`src/rtl/line_aware_substring_matcher_macros.svh`:
```
// Assertion macros for the line-aware substring matcher.
// Used by the top level; clock and reset names are those of its ports.
`ifndef LINE_AWARE_SUBSTRING_MATCHER_MACROS_SVH
`define LINE_AWARE_SUBSTRING_MATCHER_MACROS_SVH
`ifndef SYNTHESIS
`define LASM_ASSERT(label, expr) \
    label: assert property (@(posedge i_clk) disable iff (!i_rst_n) (expr)) \
        else $error("lasm: assertion failed");
`define LASM_ASSERT_NEXT(label, pre, post) \
    label: assert property (@(posedge i_clk) disable iff (!i_rst_n) (pre) |=> (post)) \
        else $error("lasm: assertion failed");
`else
`define LASM_ASSERT(label, expr)
`define LASM_ASSERT_NEXT(label, pre, post)
`endif
`endif

```
`src/rtl/lasm_pkg.sv`:
```
// Shared types, constants, byte classification and case folding for the substring matcher.
// No dependencies.
`default_nettype none
package lasm_pkg;
    localparam int MAX_PAT   = 16;
    localparam int POS_BITS  = 32;
    localparam int LEN_BITS  = 5;
    localparam int IDX_BITS  = 4;

    localparam logic [7:0]  LINE_FEED       = 8'h0A;
    localparam logic [7:0]  CARRIAGE_RET    = 8'h0D;
    localparam logic [7:0]  UNDERSCORE      = 8'h5F;
    localparam logic [15:0] HIT_LIMIT_RESET = 16'd20001;

    localparam logic [2:0] CFG_PAT_LO    = 3'd0;
    localparam logic [2:0] CFG_PAT_HI    = 3'd1;
    localparam logic [2:0] CFG_PAT_LEN   = 3'd2;
    localparam logic [2:0] CFG_MATCH_CASE = 3'd3;
    localparam logic [2:0] CFG_WHOLE_WORD = 3'd4;
    localparam logic [2:0] CFG_HIT_LIMIT = 3'd5;

    localparam logic KIND_HIT  = 1'b0;
    localparam logic KIND_DONE = 1'b1;

    typedef logic [MAX_PAT-1:0][7:0] t_window;

    typedef struct packed {
        logic hit;
        logic before_is_word;
    } t_win_result;

    typedef struct packed {
        logic        kind;
        logic [31:0] line;
        logic [31:0] start_off;
        logic [31:0] end_off;
        logic [15:0] hits;
        logic        last;
    } t_res;

    function automatic logic is_word(input logic [7:0] c);
        logic w;
        w = (c inside {[8'h61:8'h7A], [8'h41:8'h5A], [8'h30:8'h39]}) || (c == UNDERSCORE);
        return w;
    endfunction

    function automatic logic [7:0] fold(input logic [7:0] c, input logic exact);
        logic [7:0] r;
        r = c;
        if (!exact && (c inside {[8'h41:8'h5A]})) begin
            r = c | 8'h20;
        end
        return r;
    endfunction
endpackage
`default_nettype wire

```
`src/rtl/lasm_window.sv`:
```
// Parallel compare of the 16-byte text window against the pattern.
// Depends on lasm_pkg.
`default_nettype none
module lasm_window (
    input  wire logic [7:0]                      i_byte,
    input  wire lasm_pkg::t_window               i_recent,
    input  wire logic [127:0]                    i_pattern,
    input  wire logic [lasm_pkg::LEN_BITS-1:0]   i_len,
    input  wire logic                            i_exact,
    output lasm_pkg::t_win_result                o_result
);
    import lasm_pkg::*;

    logic [MAX_PAT-1:0] lane_ok;

    // lane j holds the byte j places back from the newest; it meets pattern byte len-1-j
    always_comb begin
        for (int j = 0; j < MAX_PAT; j++) begin
            logic [LEN_BITS-1:0] pidx;
            logic [7:0]          pbyte;
            logic [7:0]          tbyte;
            pidx  = i_len - LEN_BITS'(j + 1);
            pbyte = i_pattern[pidx[IDX_BITS-1:0]*8 +: 8];
            tbyte = (j == 0) ? i_byte : i_recent[(j == 0) ? 0 : j - 1];
            if (LEN_BITS'(j) >= i_len) begin
                lane_ok[j] = 1'b1;
            end else begin
                lane_ok[j] = (fold(tbyte, i_exact) == fold(pbyte, i_exact));
            end
        end
    end

    logic [LEN_BITS-1:0] before_idx;
    assign before_idx = i_len - LEN_BITS'(1);

    assign o_result = '{hit: &lane_ok,
                        before_is_word: is_word(i_recent[before_idx[IDX_BITS-1:0]])};
endmodule
`default_nettype wire

```
`src/rtl/line_aware_substring_matcher.sv`:
```
// Line-aware substring matcher, top level: input stage, stream state, result queue.
// Depends on lasm_pkg, lasm_window and line_aware_substring_matcher_macros.svh.
//
// Takes one text byte per cycle while the input register is not held, and
// reports non-overlapping pattern hits as line number, start offset and end
// offset, then a done item (tuser set) with the text length and hit count on
// the byte flagged tlast. Each byte passes an input register and is evaluated
// combinationally into a three-entry result queue. A byte that causes no
// result never waits. A byte that causes results waits in the input register
// until the queue is empty or empties in that cycle, so with the result port
// always ready one result per byte still flows every cycle, and a byte with
// two or three results holds the next result-causing byte until its extra
// results have gone out. The configuration port is always ready and must be
// written only while the stream is idle.
`default_nettype none
`include "line_aware_substring_matcher_macros.svh"
module line_aware_substring_matcher (
    input  wire logic         i_clk,
    input  wire logic         i_rst_n,
    input  wire logic         s_axis_tvalid,
    output logic              s_axis_tready,
    input  wire logic [7:0]   s_axis_tdata,   // [7:0] text_byte
    input  wire logic         s_axis_tlast,   // end_of_text
    output logic              m_axis_tvalid,
    input  wire logic         m_axis_tready,
    output logic [111:0]      m_axis_tdata,   // line_number, start_offset, end_offset, hits
    output logic              m_axis_tuser,   // item_kind
    output logic              m_axis_tlast,   // last_of_run
    input  wire logic         i_cfg_valid,
    output logic              o_cfg_ready,
    input  wire logic [2:0]   i_cfg_index,
    input  wire logic [63:0]  i_cfg_data
);
    import lasm_pkg::*;

    // configuration
    logic [63:0]         r_pat_lo, r_pat_hi;
    logic [LEN_BITS-1:0] r_pat_len;
    logic                r_exact, r_whole_word;
    logic [15:0]         r_hit_limit;

    // input stage
    logic        r_in_valid;
    logic [7:0]  r_in_byte;
    logic        r_in_eot;

    // stream state
    t_window               r_recent;
    logic [POS_BITS-1:0]   r_pos;
    logic [31:0]           r_line;
    logic [LEN_BITS-1:0]   r_seen;
    logic [POS_BITS-1:0]   r_earliest;
    logic                  r_pend_valid;
    logic [POS_BITS-1:0]   r_pend_start;
    logic [15:0]           r_hits;

    // result queue
    t_res       r_q [3];
    logic [1:0] r_cnt;

    assign o_cfg_ready = 1'b1;

    always_ff @(posedge i_clk) begin
        if (!i_rst_n) begin
            r_pat_lo     <= '0;
            r_pat_hi     <= '0;
            r_pat_len    <= LEN_BITS'(1);
            r_exact      <= 1'b0;
            r_whole_word <= 1'b0;
            r_hit_limit  <= HIT_LIMIT_RESET;
        end else if (i_cfg_valid && o_cfg_ready) begin
            case (i_cfg_index)
                CFG_PAT_LO:     r_pat_lo     <= i_cfg_data;
                CFG_PAT_HI:     r_pat_hi     <= i_cfg_data;
                CFG_PAT_LEN:    r_pat_len    <= i_cfg_data[LEN_BITS-1:0];
                CFG_MATCH_CASE: r_exact      <= i_cfg_data[0];
                CFG_WHOLE_WORD: r_whole_word <= i_cfg_data[0];
                CFG_HIT_LIMIT:  r_hit_limit  <= i_cfg_data[15:0];
                default: ;
            endcase
        end
    end

    // effective pattern length, 1..16
    logic [LEN_BITS-1:0] len;
    always_comb begin
        if (r_pat_len == '0) begin
            len = LEN_BITS'(1);
        end else if (r_pat_len > LEN_BITS'(MAX_PAT)) begin
            len = LEN_BITS'(MAX_PAT);
        end else begin
            len = r_pat_len;
        end
    end

    t_win_result win;
    lasm_window u_window (
        .i_byte    (r_in_byte),
        .i_recent  (r_recent),
        .i_pattern ({r_pat_hi, r_pat_lo}),
        .i_len     (len),
        .i_exact   (r_exact),
        .o_result  (win)
    );

    // one byte's evaluation
    logic                rep1, rep2, cand, ok, before_ok, new_pend;
    logic [15:0]         c1, c2;
    logic [POS_BITS:0]   e1_sum, e2_sum;
    logic [POS_BITS-1:0] e1, e2, s, earliest1, pos_new;
    logic [1:0]          n_res;
    logic [31:0]         line_new;
    logic [LEN_BITS-1:0] seen_new;
    t_res                item1, item2, done_item;
    t_res                slot [3];

    always_comb begin
        rep1      = r_pend_valid && !is_word(r_in_byte) && (r_hits < r_hit_limit);
        e1_sum    = {1'b0, r_pend_start} + (POS_BITS+1)'(len);
        e1        = e1_sum[POS_BITS] ? '1 : e1_sum[POS_BITS-1:0];
        c1        = r_hits + 16'(rep1);
        earliest1 = rep1 ? e1 : r_earliest;

        s    = r_pos - POS_BITS'(len - LEN_BITS'(1));
        cand = (r_in_byte != LINE_FEED)
            && (({1'b0, r_seen} + (LEN_BITS+1)'(1)) >= {1'b0, len})
            && (({1'b0, r_pos} + (POS_BITS+1)'(1)) >= (POS_BITS+1)'(len))
            && win.hit;
        ok        = cand && (s >= earliest1);
        before_ok = (s == '0) || !win.before_is_word;
        new_pend  = ok && r_whole_word && before_ok && !r_in_eot;
        rep2      = ok && (!r_whole_word || (before_ok && r_in_eot)) && (c1 < r_hit_limit);
        e2_sum    = {1'b0, s} + (POS_BITS+1)'(len);
        e2        = e2_sum[POS_BITS] ? '1 : e2_sum[POS_BITS-1:0];
        c2        = c1 + 16'(rep2);

        pos_new  = (&r_pos) ? r_pos : r_pos + POS_BITS'(1);
        line_new = (r_in_byte == LINE_FEED && !(&r_line)) ? r_line + 32'd1 : r_line;
        if (r_in_byte == LINE_FEED) begin
            seen_new = '0;
        end else begin
            seen_new = (&r_seen) ? r_seen : r_seen + LEN_BITS'(1);
        end

        n_res = 2'(rep1) + 2'(rep2) + 2'(r_in_eot);

        item1     = '{KIND_HIT, r_line, 32'(r_pend_start), 32'(e1), c1, 1'b0};
        item2     = '{KIND_HIT, r_line, 32'(s), 32'(e2), c2, 1'b0};
        done_item = '{KIND_DONE, r_line, 32'(pos_new), 32'(pos_new), c2, 1'b0};

        slot[0] = rep1 ? item1 : (rep2 ? item2 : done_item);
        slot[1] = (rep1 && rep2) ? item2 : done_item;
        slot[2] = done_item;
        slot[0].last = (n_res == 2'd1);
        slot[1].last = (n_res == 2'd2);
        slot[2].last = (n_res == 2'd3);
    end

    logic       pop, proceed;
    logic [1:0] cnt_after;
    assign pop       = m_axis_tvalid && m_axis_tready;
    assign cnt_after = r_cnt - 2'(pop);
    assign proceed   = r_in_valid && ((n_res == 2'd0) || (cnt_after == 2'd0));

    assign s_axis_tready = !r_in_valid || proceed;

    always_ff @(posedge i_clk) begin
        if (!i_rst_n) begin
            r_in_valid <= 1'b0;
        end else if (s_axis_tvalid && s_axis_tready) begin
            r_in_valid <= 1'b1;
        end else if (proceed) begin
            r_in_valid <= 1'b0;
        end
    end

    always_ff @(posedge i_clk) begin
        if (s_axis_tvalid && s_axis_tready) begin
            r_in_byte <= s_axis_tdata;
            r_in_eot  <= s_axis_tlast;
        end
    end

    always_ff @(posedge i_clk) begin
        if (!i_rst_n || (proceed && r_in_eot)) begin
            r_recent     <= '0;
            r_pos        <= '0;
            r_line       <= 32'd1;
            r_seen       <= '0;
            r_earliest   <= '0;
            r_pend_valid <= 1'b0;
            r_pend_start <= '0;
            r_hits       <= '0;
        end else if (proceed) begin
            r_recent     <= {r_recent[MAX_PAT-2:0], r_in_byte};
            r_pos        <= pos_new;
            r_line       <= line_new;
            r_seen       <= seen_new;
            r_earliest   <= rep2 ? e2 : earliest1;
            r_pend_valid <= new_pend;
            r_pend_start <= s;
            r_hits       <= c2;
        end
    end

    always_ff @(posedge i_clk) begin
        if (!i_rst_n) begin
            r_cnt <= '0;
        end else if (proceed && n_res != 2'd0) begin
            r_cnt <= n_res;
        end else if (pop) begin
            r_cnt <= cnt_after;
        end
    end

    always_ff @(posedge i_clk) begin
        if (proceed && n_res != 2'd0) begin
            r_q[0] <= slot[0];
            r_q[1] <= slot[1];
            r_q[2] <= slot[2];
        end else if (pop) begin
            r_q[0] <= r_q[1];
            r_q[1] <= r_q[2];
        end
    end

    assign m_axis_tvalid = (r_cnt != 2'd0);
    assign m_axis_tdata  = {r_q[0].hits, r_q[0].end_off, r_q[0].start_off, r_q[0].line};
    assign m_axis_tuser  = r_q[0].kind;
    assign m_axis_tlast  = r_q[0].last;

    `LASM_ASSERT(a_load_into_empty, !(proceed && n_res != 2'd0) || (cnt_after == 2'd0))
    `LASM_ASSERT(a_done_is_last, !(m_axis_tvalid && m_axis_tuser == KIND_DONE) || m_axis_tlast)
    `LASM_ASSERT(a_hit_counted, !(m_axis_tvalid && m_axis_tuser == KIND_HIT) || (m_axis_tdata[111:96] != 16'd0))
    `LASM_ASSERT_NEXT(a_clear_after_done, proceed && r_in_eot, (r_pos == '0) && (r_hits == '0) && !r_pend_valid)
endmodule
`default_nettype wire
```
`config.mk`:
```
export PLATFORM = sky130hd
export DESIGN_NAME = line_aware_substring_matcher
export DESIGN_NICKNAME = d
export VERILOG_FILES = /design/src/rtl/lasm_pkg.sv /design/src/rtl/lasm_window.sv /design/src/rtl/line_aware_substring_matcher.sv
export VERILOG_INCLUDE_DIRS = /design/src /design/src/rtl
export SDC_FILE = /design/constraint.sdc
export NUM_CORES = 2
export LEC_CHECK = 0
export BUFFER_PORTS_ARGS = -buffer_cell sky130_fd_sc_hd__buf_4
export CAP_MARGIN = 10
export CELL_PAD_IN_SITES_DETAIL_PLACEMENT = 1
export CELL_PAD_IN_SITES_GLOBAL_PLACEMENT = 2
export CORE_ASPECT_RATIO = 0.5
export CORE_MARGIN = 10
export CORE_UTILIZATION = 39
export CTS_CLUSTER_DIAMETER = 200
export DETAILED_ROUTE_END_ITERATION = 10
export PLACE_DENSITY = 0.84
export SETUP_SLACK_MARGIN = 0.05
export SLEW_MARGIN = 15
export SYNTH_ARGS = -nofsm -noshare
export SYNTH_HDL_FRONTEND = slang
export SYNTH_SLANG_ARGS = --single-unit
```
`constraint.sdc`:
```
create_clock -name i_clk -period 19.1 [get_ports i_clk]
set_input_delay 3.82 -clock i_clk [delete_from_list [all_inputs] [get_ports i_clk]]
set_output_delay 3.82 -clock i_clk [all_outputs]
set_load 0.02 [all_outputs]
```
==> After elaboration in Yosys (flattened, before gate mapping) <==
Memories as Yosys holds them, arrays and structs flattened.
Cells that the tools add are included.
{ "totals": {"register_bits": 441, "mem_bits_rw": 342, "inputBits": 81, "output_inout_bits": 117, "word_cells": 439, "mem_count": 1} }
{ "classes": {"add_sub_neg": 30, "magnitude_cmp": 97, "n_eq_ne": 29, "n_shift": 16, "muxes": 105, "bitwise_logic": 2, "reduce_logical": 126} }
{ "memory_table": {"columns": ["name", "words", "word_bits", "rd", "rd_clocked_by_memory_dff", "write_ports", "line_no", "source"], "rows": [
  ["r_q", 3, 114, 3, 0, 3, "line_aware_substring_matcher.sv:58", "t_res r_q [3];"]
]} }
{ "op_table": {"columns": ["cell", "count"], "rows": [
  ["$shiftx 128x8->8", 16],
  ["$mux 114", 5],
  ["$ge 8x7->1 const B", 35],
  ["$le 8x7->1 const B", 35],
  ["$mux 8", 33],
  ["$mux 6", 32],
  ["$mux 32", 5],
  ["$eq 8x8->1", 16],
  ["$logic_and 1x1->1", 88],
  ["$add 32x5->33", 2],
  ["$add 32x1->32 const B", 2],
  ["$reduce_and 32->1", 2],
  ["$ge 4x5->1 const A", 8],
  ["$add 32x1->33 const B", 1],
  ["$ge 33x5->1", 1],
  ["$add 16x1->16", 2],
  ["$bmux 8 s4", 1],
  ["$ge 32x32->1", 1],
  ["$logic_not 32->1", 1],
  ["$lt 16x16->1", 2],
  ["$sub 32x32->32", 1],
  ["$sub 4x4->4 const B", 8],
  ["$mux 1", 23],
  ["$ge 3x5->1 const A", 4],
  ["38 further kinds", 81]
]} }

==> Longest topological paths before layout <==
{ "depth": {"word_depth": 26, "depth_mapped": 55, "mapped_depth_nobuf": 41} }

==> Modules after synthesis <==
A second synthesis with hierarchy kept.
{ "unflattened": {"hier_cells": 5504, "hier_area_um2": 50340.8} }
{ "by_module_without_submodules": {"columns": ["mod", "n_inst", "cells_per_inst", "area_each_um2", "seq_area_each_um2"], "rows": [
  ["line_aware_substring_matcher", 1, 4341, 38017.7, 18197.5],
  ["lasm_window", 1, 1163, 12323.1, 0.0]
]} }

==> Worst setup path after synthesis <==
OpenSTA, ideal clock, no wires.
{ "synth_timing": {"path_type": "reg2reg", "start": "register r_pat_len[0]", "end": "register r_cnt[0]", "setup_ns": 0.153, "arrival_ns": 15.793, "required_ns": 18.947, "path_slack_ns": 3.154, "stages_incl_launch_ff": 49, "n_path_buf": 14, "synth_period_minus_slack_ns": 15.946, "cell_sequence": "dfxtp_1 buf_2 nor2b_1 nor2_2 buf_6 buf_2 buf_2 buf_2 buf_2 buf_1 buf_1 ha_1 xnor2_2 inv_2 buf_1 clkbuf_1 clkbuf_1 clkbuf_1 [... 13 more ...] nor4_1 a31oi_1 a211oi_1 o311ai_0 nor4b_1 nand3_1 nor3_4 inv_2 clkbuf_1 clkbuf_1 fa_1 nand2_1 a21boi_0 nor2b_1 nand2_1 nand2_1 o211ai_1 o211a_1"} }
{ "synth_via": {"elab_cells_between_ends": 223, "classes_between": "add/sub: 21; order compare: 58; eq/ne: 17; shift: 16; mux: 55; reduce/logical: 56"} }
{ "synth_lines": {"columns": ["item", "line_no", "source"], "rows": [
  ["from (decl)", "line_aware_substring_matcher.sv:38", "logic [LEN_BITS-1:0] r_pat_len;"],
  ["from (signal assigned)", "line_aware_substring_matcher.sv:75", "CFG_PAT_LEN: r_pat_len <= i_cfg_data[LEN_BITS-1:0];"],
  ["$gt 5x5->1", "line_aware_substring_matcher.sv:89", "end else if (r_pat_len > LEN_BITS'(MAX_PAT)) begin"],
  ["$mux 5", "line_aware_substring_matcher.sv:89", null],
  ["$mux 5 (*)", "line_aware_substring_matcher.sv:87", "if (r_pat_len == '0) begin"],
  ["$sub 5x1->6 (*)", "line_aware_substring_matcher.sv:124", "s = r_pos - POS_BITS'(len - LEN_BITS'(1));"],
  ["$sub 32x32->32 (*)", "line_aware_substring_matcher.sv:124", null],
  ["named net s[30]", "line_aware_substring_matcher.sv:110", "logic [POS_BITS-1:0] e1, e2, s, earliest1, pos_new;"],
  ["parallel branches: the longest is 4 deep, another holds $ge 32x32->1", null, null],
  ["$logic_and 1x1->1 (*) (2 in series)", "line_aware_substring_matcher.sv:132", "rep2 = ok && (!r_whole_word || (before_ok && r_in_eot)) && (c1 < r_hit_limit);"],
  ["$add 1x1->2 (*)", "line_aware_substring_matcher.sv:145", "n_res = 2'(rep1) + 2'(rep2) + 2'(r_in_eot);"],
  ["$add 2x1->2 (*)", "line_aware_substring_matcher.sv:145", null],
  ["$logic_not 2->1", "line_aware_substring_matcher.sv:163", "assign proceed = r_in_valid && ((n_res == 2'd0) || (cnt_after == 2'd0));"],
  ["$logic_or 1x1->1", "line_aware_substring_matcher.sv:163", null],
  ["$logic_and 1x1->1", "line_aware_substring_matcher.sv:163", null],
  ["$logic_and 1x1->1", "line_aware_substring_matcher.sv:209", "end else if (proceed && n_res != 2'd0) begin"],
  ["$mux 2 / $reduce_bool 2->1 (equally long branches)", null, null],
  ["to (signal assigned)", "line_aware_substring_matcher.sv:210", "r_cnt <= n_res;"],
  ["to (signal assigned)", "line_aware_substring_matcher.sv:212", "r_cnt <= cnt_after;"],
  ["to (decl)", "line_aware_substring_matcher.sv:59", "logic [1:0] r_cnt;"]
]} }
Mark *: on every way through the listed nets, which the timed path passes. The select of a mux whose other input is x is not followed.
A chain may end at the register's enable or synchronous reset.

==> Worst setup path after layout <==
{ "layout_timing": {"start": "register r_pat_len[2]", "end": "output s_axis_tready"} }
{ "layout_via": {"elab_cells_between_ends": 220, "classes_between": "add/sub: 21; order compare: 58; eq/ne: 17; shift: 16; mux: 54; reduce/logical: 54"} }
{ "layout_lines": {"columns": ["item", "line_no", "source"], "rows": [
  ["$gt 5x5->1", "line_aware_substring_matcher.sv:89", null],
  ["$mux 5", "line_aware_substring_matcher.sv:89", null],
  ["$mux 5 (*)", "line_aware_substring_matcher.sv:87", null],
  ["$sub 5x1->6 (*)", "line_aware_substring_matcher.sv:124", null],
  ["$sub 32x32->32 (*)", "line_aware_substring_matcher.sv:124", null],
  ["named net s[30]", "line_aware_substring_matcher.sv:110", null],
  ["parallel branches: the longest is 4 deep, another holds $ge 32x32->1", null, null],
  ["$logic_and 1x1->1 (*) (2 in series)", "line_aware_substring_matcher.sv:132", null],
  ["$add 1x1->2 (*)", "line_aware_substring_matcher.sv:145", null],
  ["$add 2x1->2 (*)", "line_aware_substring_matcher.sv:145", null],
  ["$logic_not 2->1 (*)", "line_aware_substring_matcher.sv:163", null],
  ["$logic_or 1x1->1 (*)", "line_aware_substring_matcher.sv:163", null],
  ["$logic_and 1x1->1 (*)", "line_aware_substring_matcher.sv:163", null],
  ["$logic_or 1x1->1 (*)", "line_aware_substring_matcher.sv:165", "assign s_axis_tready = !r_in_valid || proceed;"],
  ["to (decl)", "line_aware_substring_matcher.sv:21", "output logic s_axis_tready,"]
]} }
Marks and branches as above.

==> impl_metrics.py <==
metrics = {
    "synth": {
        "synth-seq-area-share_pct": 35.71,
        "synthMuxAreaShare_pct": 10.28,
        "synth-compound-area-share_pct": 17.60,
        "yosys_warnings": 0,
        "synth_top_family_by_area": "simple AND/OR/NAND/NOR gates",
        "ys_types": 95,
        "synth_cells": 6068,
        "ys_seq_elements": 750,
        "synth_nets": 6284,
        "async_reset_ff_share_pct": 0,
        "ys_top_cells_by_count": "nand2_1, dfxtp_1, a21oi_1",
        "yosysTopAreaCellShare_pct": 18.74,
        "synth_flop_cell": "dfxtp_1",
        "synth_area_leader_cell": "edfxtp_1",
        "synth_most_common_cell": "nand2_1",
        "syn-cell-area_mm2": 0.05096,
        "avgSynthCellArea_um2": 8.399,
        "synthTopCellsByArea": "edfxtp_1, dfxtp_1, nand2_1",
        "synth_edf_count": 318,
        "synthXorXnorAreaFrac_pct": 5.374,
        "synthSimpleGateAreaFrac_pct": 21.98,
        "synth_fa_ha_area_share_pct": 3.359,
    },
    "floorplanning": {
        "die-area_mm2": 0.1464,
        "io_pins": 198,
        "core.rowCount": 93,
        "fp.dieW_um": 531.2,
        "dieHeight_um": 275.6,
        "core-area_mm2": 0.1293,
        "start_util_pct": 39.42,
    },
    "placement": {
        "gp_congestion": 0.9765,
        "dpl-instance-area_mm2": 0.05311,
        "numPortBuffers": 196,
        "dp_hpwl_um": 162000,
    },
    "sta": {
        "rsz0062_at_grt": "false",
        "relSlewSlack_pct": 16.46,
        "drv_slew": 0,
        "setup_tns_ns": 0,
        "setup_viol": 0,
        "fmax_mhz": 61.29,
        "tightest_slew_ns": 1.253,
        "hold_violations": 0,
        "fin_worst_skew_ns": 0.04924,
        "timing.final.crit_share_pct": 85.43,
        "period_minus_slack_ns": 16.32,
    },
    "worst_setup_path": {
        "end_kind": "output pin",
        "crit_path_max_fanout": 45,
        "crit_arrival_ns": 12.50,
        "cp_data_required_time_ns": 15.28,
        "cpMaxStageDelayCell": "dfxtp_2",
        "slowest_delay_ns": 1.02,
        "crit_type": "register to output pin",
        "path_buf_inv": 8,
        "crit_top_cell": "buf_4",
        "crit_family": "compound AO/OA/AOI/OAI gates",
        "crit_path_start_kind": "register",
    },
    "layout": {
        "nets": 6133,
        "finish.instance_area_mm2": 0.05584,
        "multiInputGateArea_mm2": 0.03004,
        "syn2layout_area_growth_pct": 9.560,
        "drive_above_1_share_pct": 11.09,
        "regArea_mm2": 0.01820,
        "fill_cells": 15070,
    },
    "power": {
        "p_switching_mw": 1.604,
        "static-leakage-power_nw": 20.31,
        "pwr-share-clk_pct": 35.8,
        "internal_power_mw": 3.071,
        "ir_drop_v": 0.00005904,
        "seqPwrFrac_pct": 39.6,
        "power.density_mw_per_mm2": 83.73,
        "power_mw": 4.675,
        "combPwrFrac_pct": 24.7,
        "power.share.switching_pct": 34.31,
    },
    "clocking": {
        "clockBufferDepth": 3,
        "cts_root_buf": "clkbuf_16",
        "clkTransAtPathRegs_ns": 0.07,
        "cts-buffers-inserted": 76,
        "cts_tree": "built",
        "insertion_delay_ns": 0.74,
        "cts_setup_buffers": 0,
        "htree_num_levels": 3,
        "numClockSinks": 750,
        "post_cts_resized": 0,
        "hold_buffers": 0,
    },
    "grt": {
        "grt_pass1_wl_um": 325900,
        "grt_remaining_overflow": 0,
        "antenna_found_initial": 4,
        "grt_max_degree": 100,
        "grt_use_total_pct": 29.20,
        "first_global_vias": 47980,
    },
    "run": {
        "maxCapViolations": 0,
    },
    "hold_path": {
        "hold_class": "register to register",
    },
    "drt": {
        "vias": 48510,
        "viasPerCell": 6.270,
        "drc": 0,
        "wire_per_inst_um": 28.69,
        "dr.pass1.iters": 6,
        "drt_iter0_drc": 5023,
        "ant_nets": 0,
        "wl_um": 222000,
    },
    "run_status": {
        "outcome": "finished clean",
    },
}
## per-stage QoR
step	worst slack [ns]	hold slack (ns)	util (%)	instances
2_1_floorplan	3.154	0.4197	-	6068
4_1_cts	3.123	0.4597	43.18	7735
3_5_place_dp	4.000	0.4450	41.08	7596
3_3_place_gp	3.563	0.4298	41.07	7595
6_report	2.783	0.4580	43.19	7737
5_1_grt	2.023	0.4762	43.19	7735
## layer usage
metal  wire [um]  GRT usage (%)  vias up
met4        8495          9.919        2
met3       17560          5.132      427
li1            -              -    21400
met2       98360          46.06     2036
met5          13              0        -
met1       97550          40.35    24650
## power by group through the flow
| stage | clock [mW] | combinational [mW] | sequential, mW |
|---|---|---|---|
| after detailed placement | 0 | 1.13 | 1.88 |
| after global routing | 1.77 | 1.24 | 1.86 |
| after CTS | 1.70 | 1.14 | 1.85 |
| after global placement | 0 | 1.11 | 1.88 |
| after floorplan | 0 | 0.722 | 1.85 |
| final | 1.67 | 1.15 | 1.85 |
## cells by family (layout without fill, tap and decap cells)
logic type,count (synthesis),in the layout
and+or+nand+nor,2487,2487
buffers and inverters,632,542
muxes,374,374
xor gates and xnor gates,311,311
other,1,3
DFF,750,750
AOI/OAI and AO/OA,1378,1378
adders and majority gates,135,135
## cell type report
cell class	instances	area share [%]
Antenna cell	2	0.008963
Clock buffer	98	3.733
Clock inverter	41	1.138
Inverter	98	0.6700
Multi-Input combinational cell	4686	53.80
Sequential cell	750	32.60
Tap cell	1757	3.937
Timing Repair Buffer	305	4.105
## layout by cell type (no fill, tap or decap), types with 17 or more instances in the layout
cell type / instances
a21oi_1: 388
nand4_1: 66
and4_1: 18
a21o_1: 85
ha_1: 131
nand2_1: 1371
a32oi_1: 28
o211ai_1: 51
mux2_2: 45
xor2_1: 140
clkinv_2: 19
o21a_1: 18
a31oi_1: 59
xnor2_1: 168
mux4_2: 115
edfxtp_1: 318
a21boi_0: 150
nor2b_1: 28
dfxtp_1: 429
a211oi_1: 39
o2111ai_1: 19
o22ai_1: 25
inv_1: 89
nor4_1: 24
mux2i_1: 213
o221ai_1: 55
nand2b_1: 58
buf_4: 304
and3_1: 87
and2_1: 27
nand4b_1: 18
nor2_1: 334
o21ai_0: 268
a22oi_1: 17
clkbuf_16: 76
nand3_1: 154
nor3_1: 146
or3_1: 41
## final timing paths
| check | start | endpoint | slack, ns | cells after the start |
|---|---|---|---|---|
| max | r_pat_len[2]$_SDFFE_PN0P_ | s_axis_tready | 2.78 | 35 |
| min | r_recent[121]$_SDFFE_PP0P_ | r_recent[121]$_SDFFE_PP0P_ | 0.46 | 2 |
| max reg2reg | r_pat_len[2]$_SDFFE_PN0P_ | r_q[0][148]$_DFFE_PP_ | 4.15 | 42 |
| min reg2reg | r_recent[121]$_SDFFE_PP0P_ | r_recent[121]$_SDFFE_PP0P_ | 0.46 | 2 |
## registers in the layout, summed over array words and instances (netlist names), 2 cells and up
signal / cells
r_cnt: 2
r_earliest: 32
r_hit_limit: 16
r_hits: 16
r_in_byte: 8
r_line: 32
r_pat_hi: 64
r_pat_len: 5
r_pat_lo: 64
r_pend_start: 32
r_pos: 32
r_q: 309
r_recent: 128
r_seen: 5
## tightest hold or removal path, stage by stage (launching register included)
cell and delay (ns):
dfxtp_1 0.31, nand2_1 0.05, a21oi_1 0.05
(Power assumes the default switching activity.)
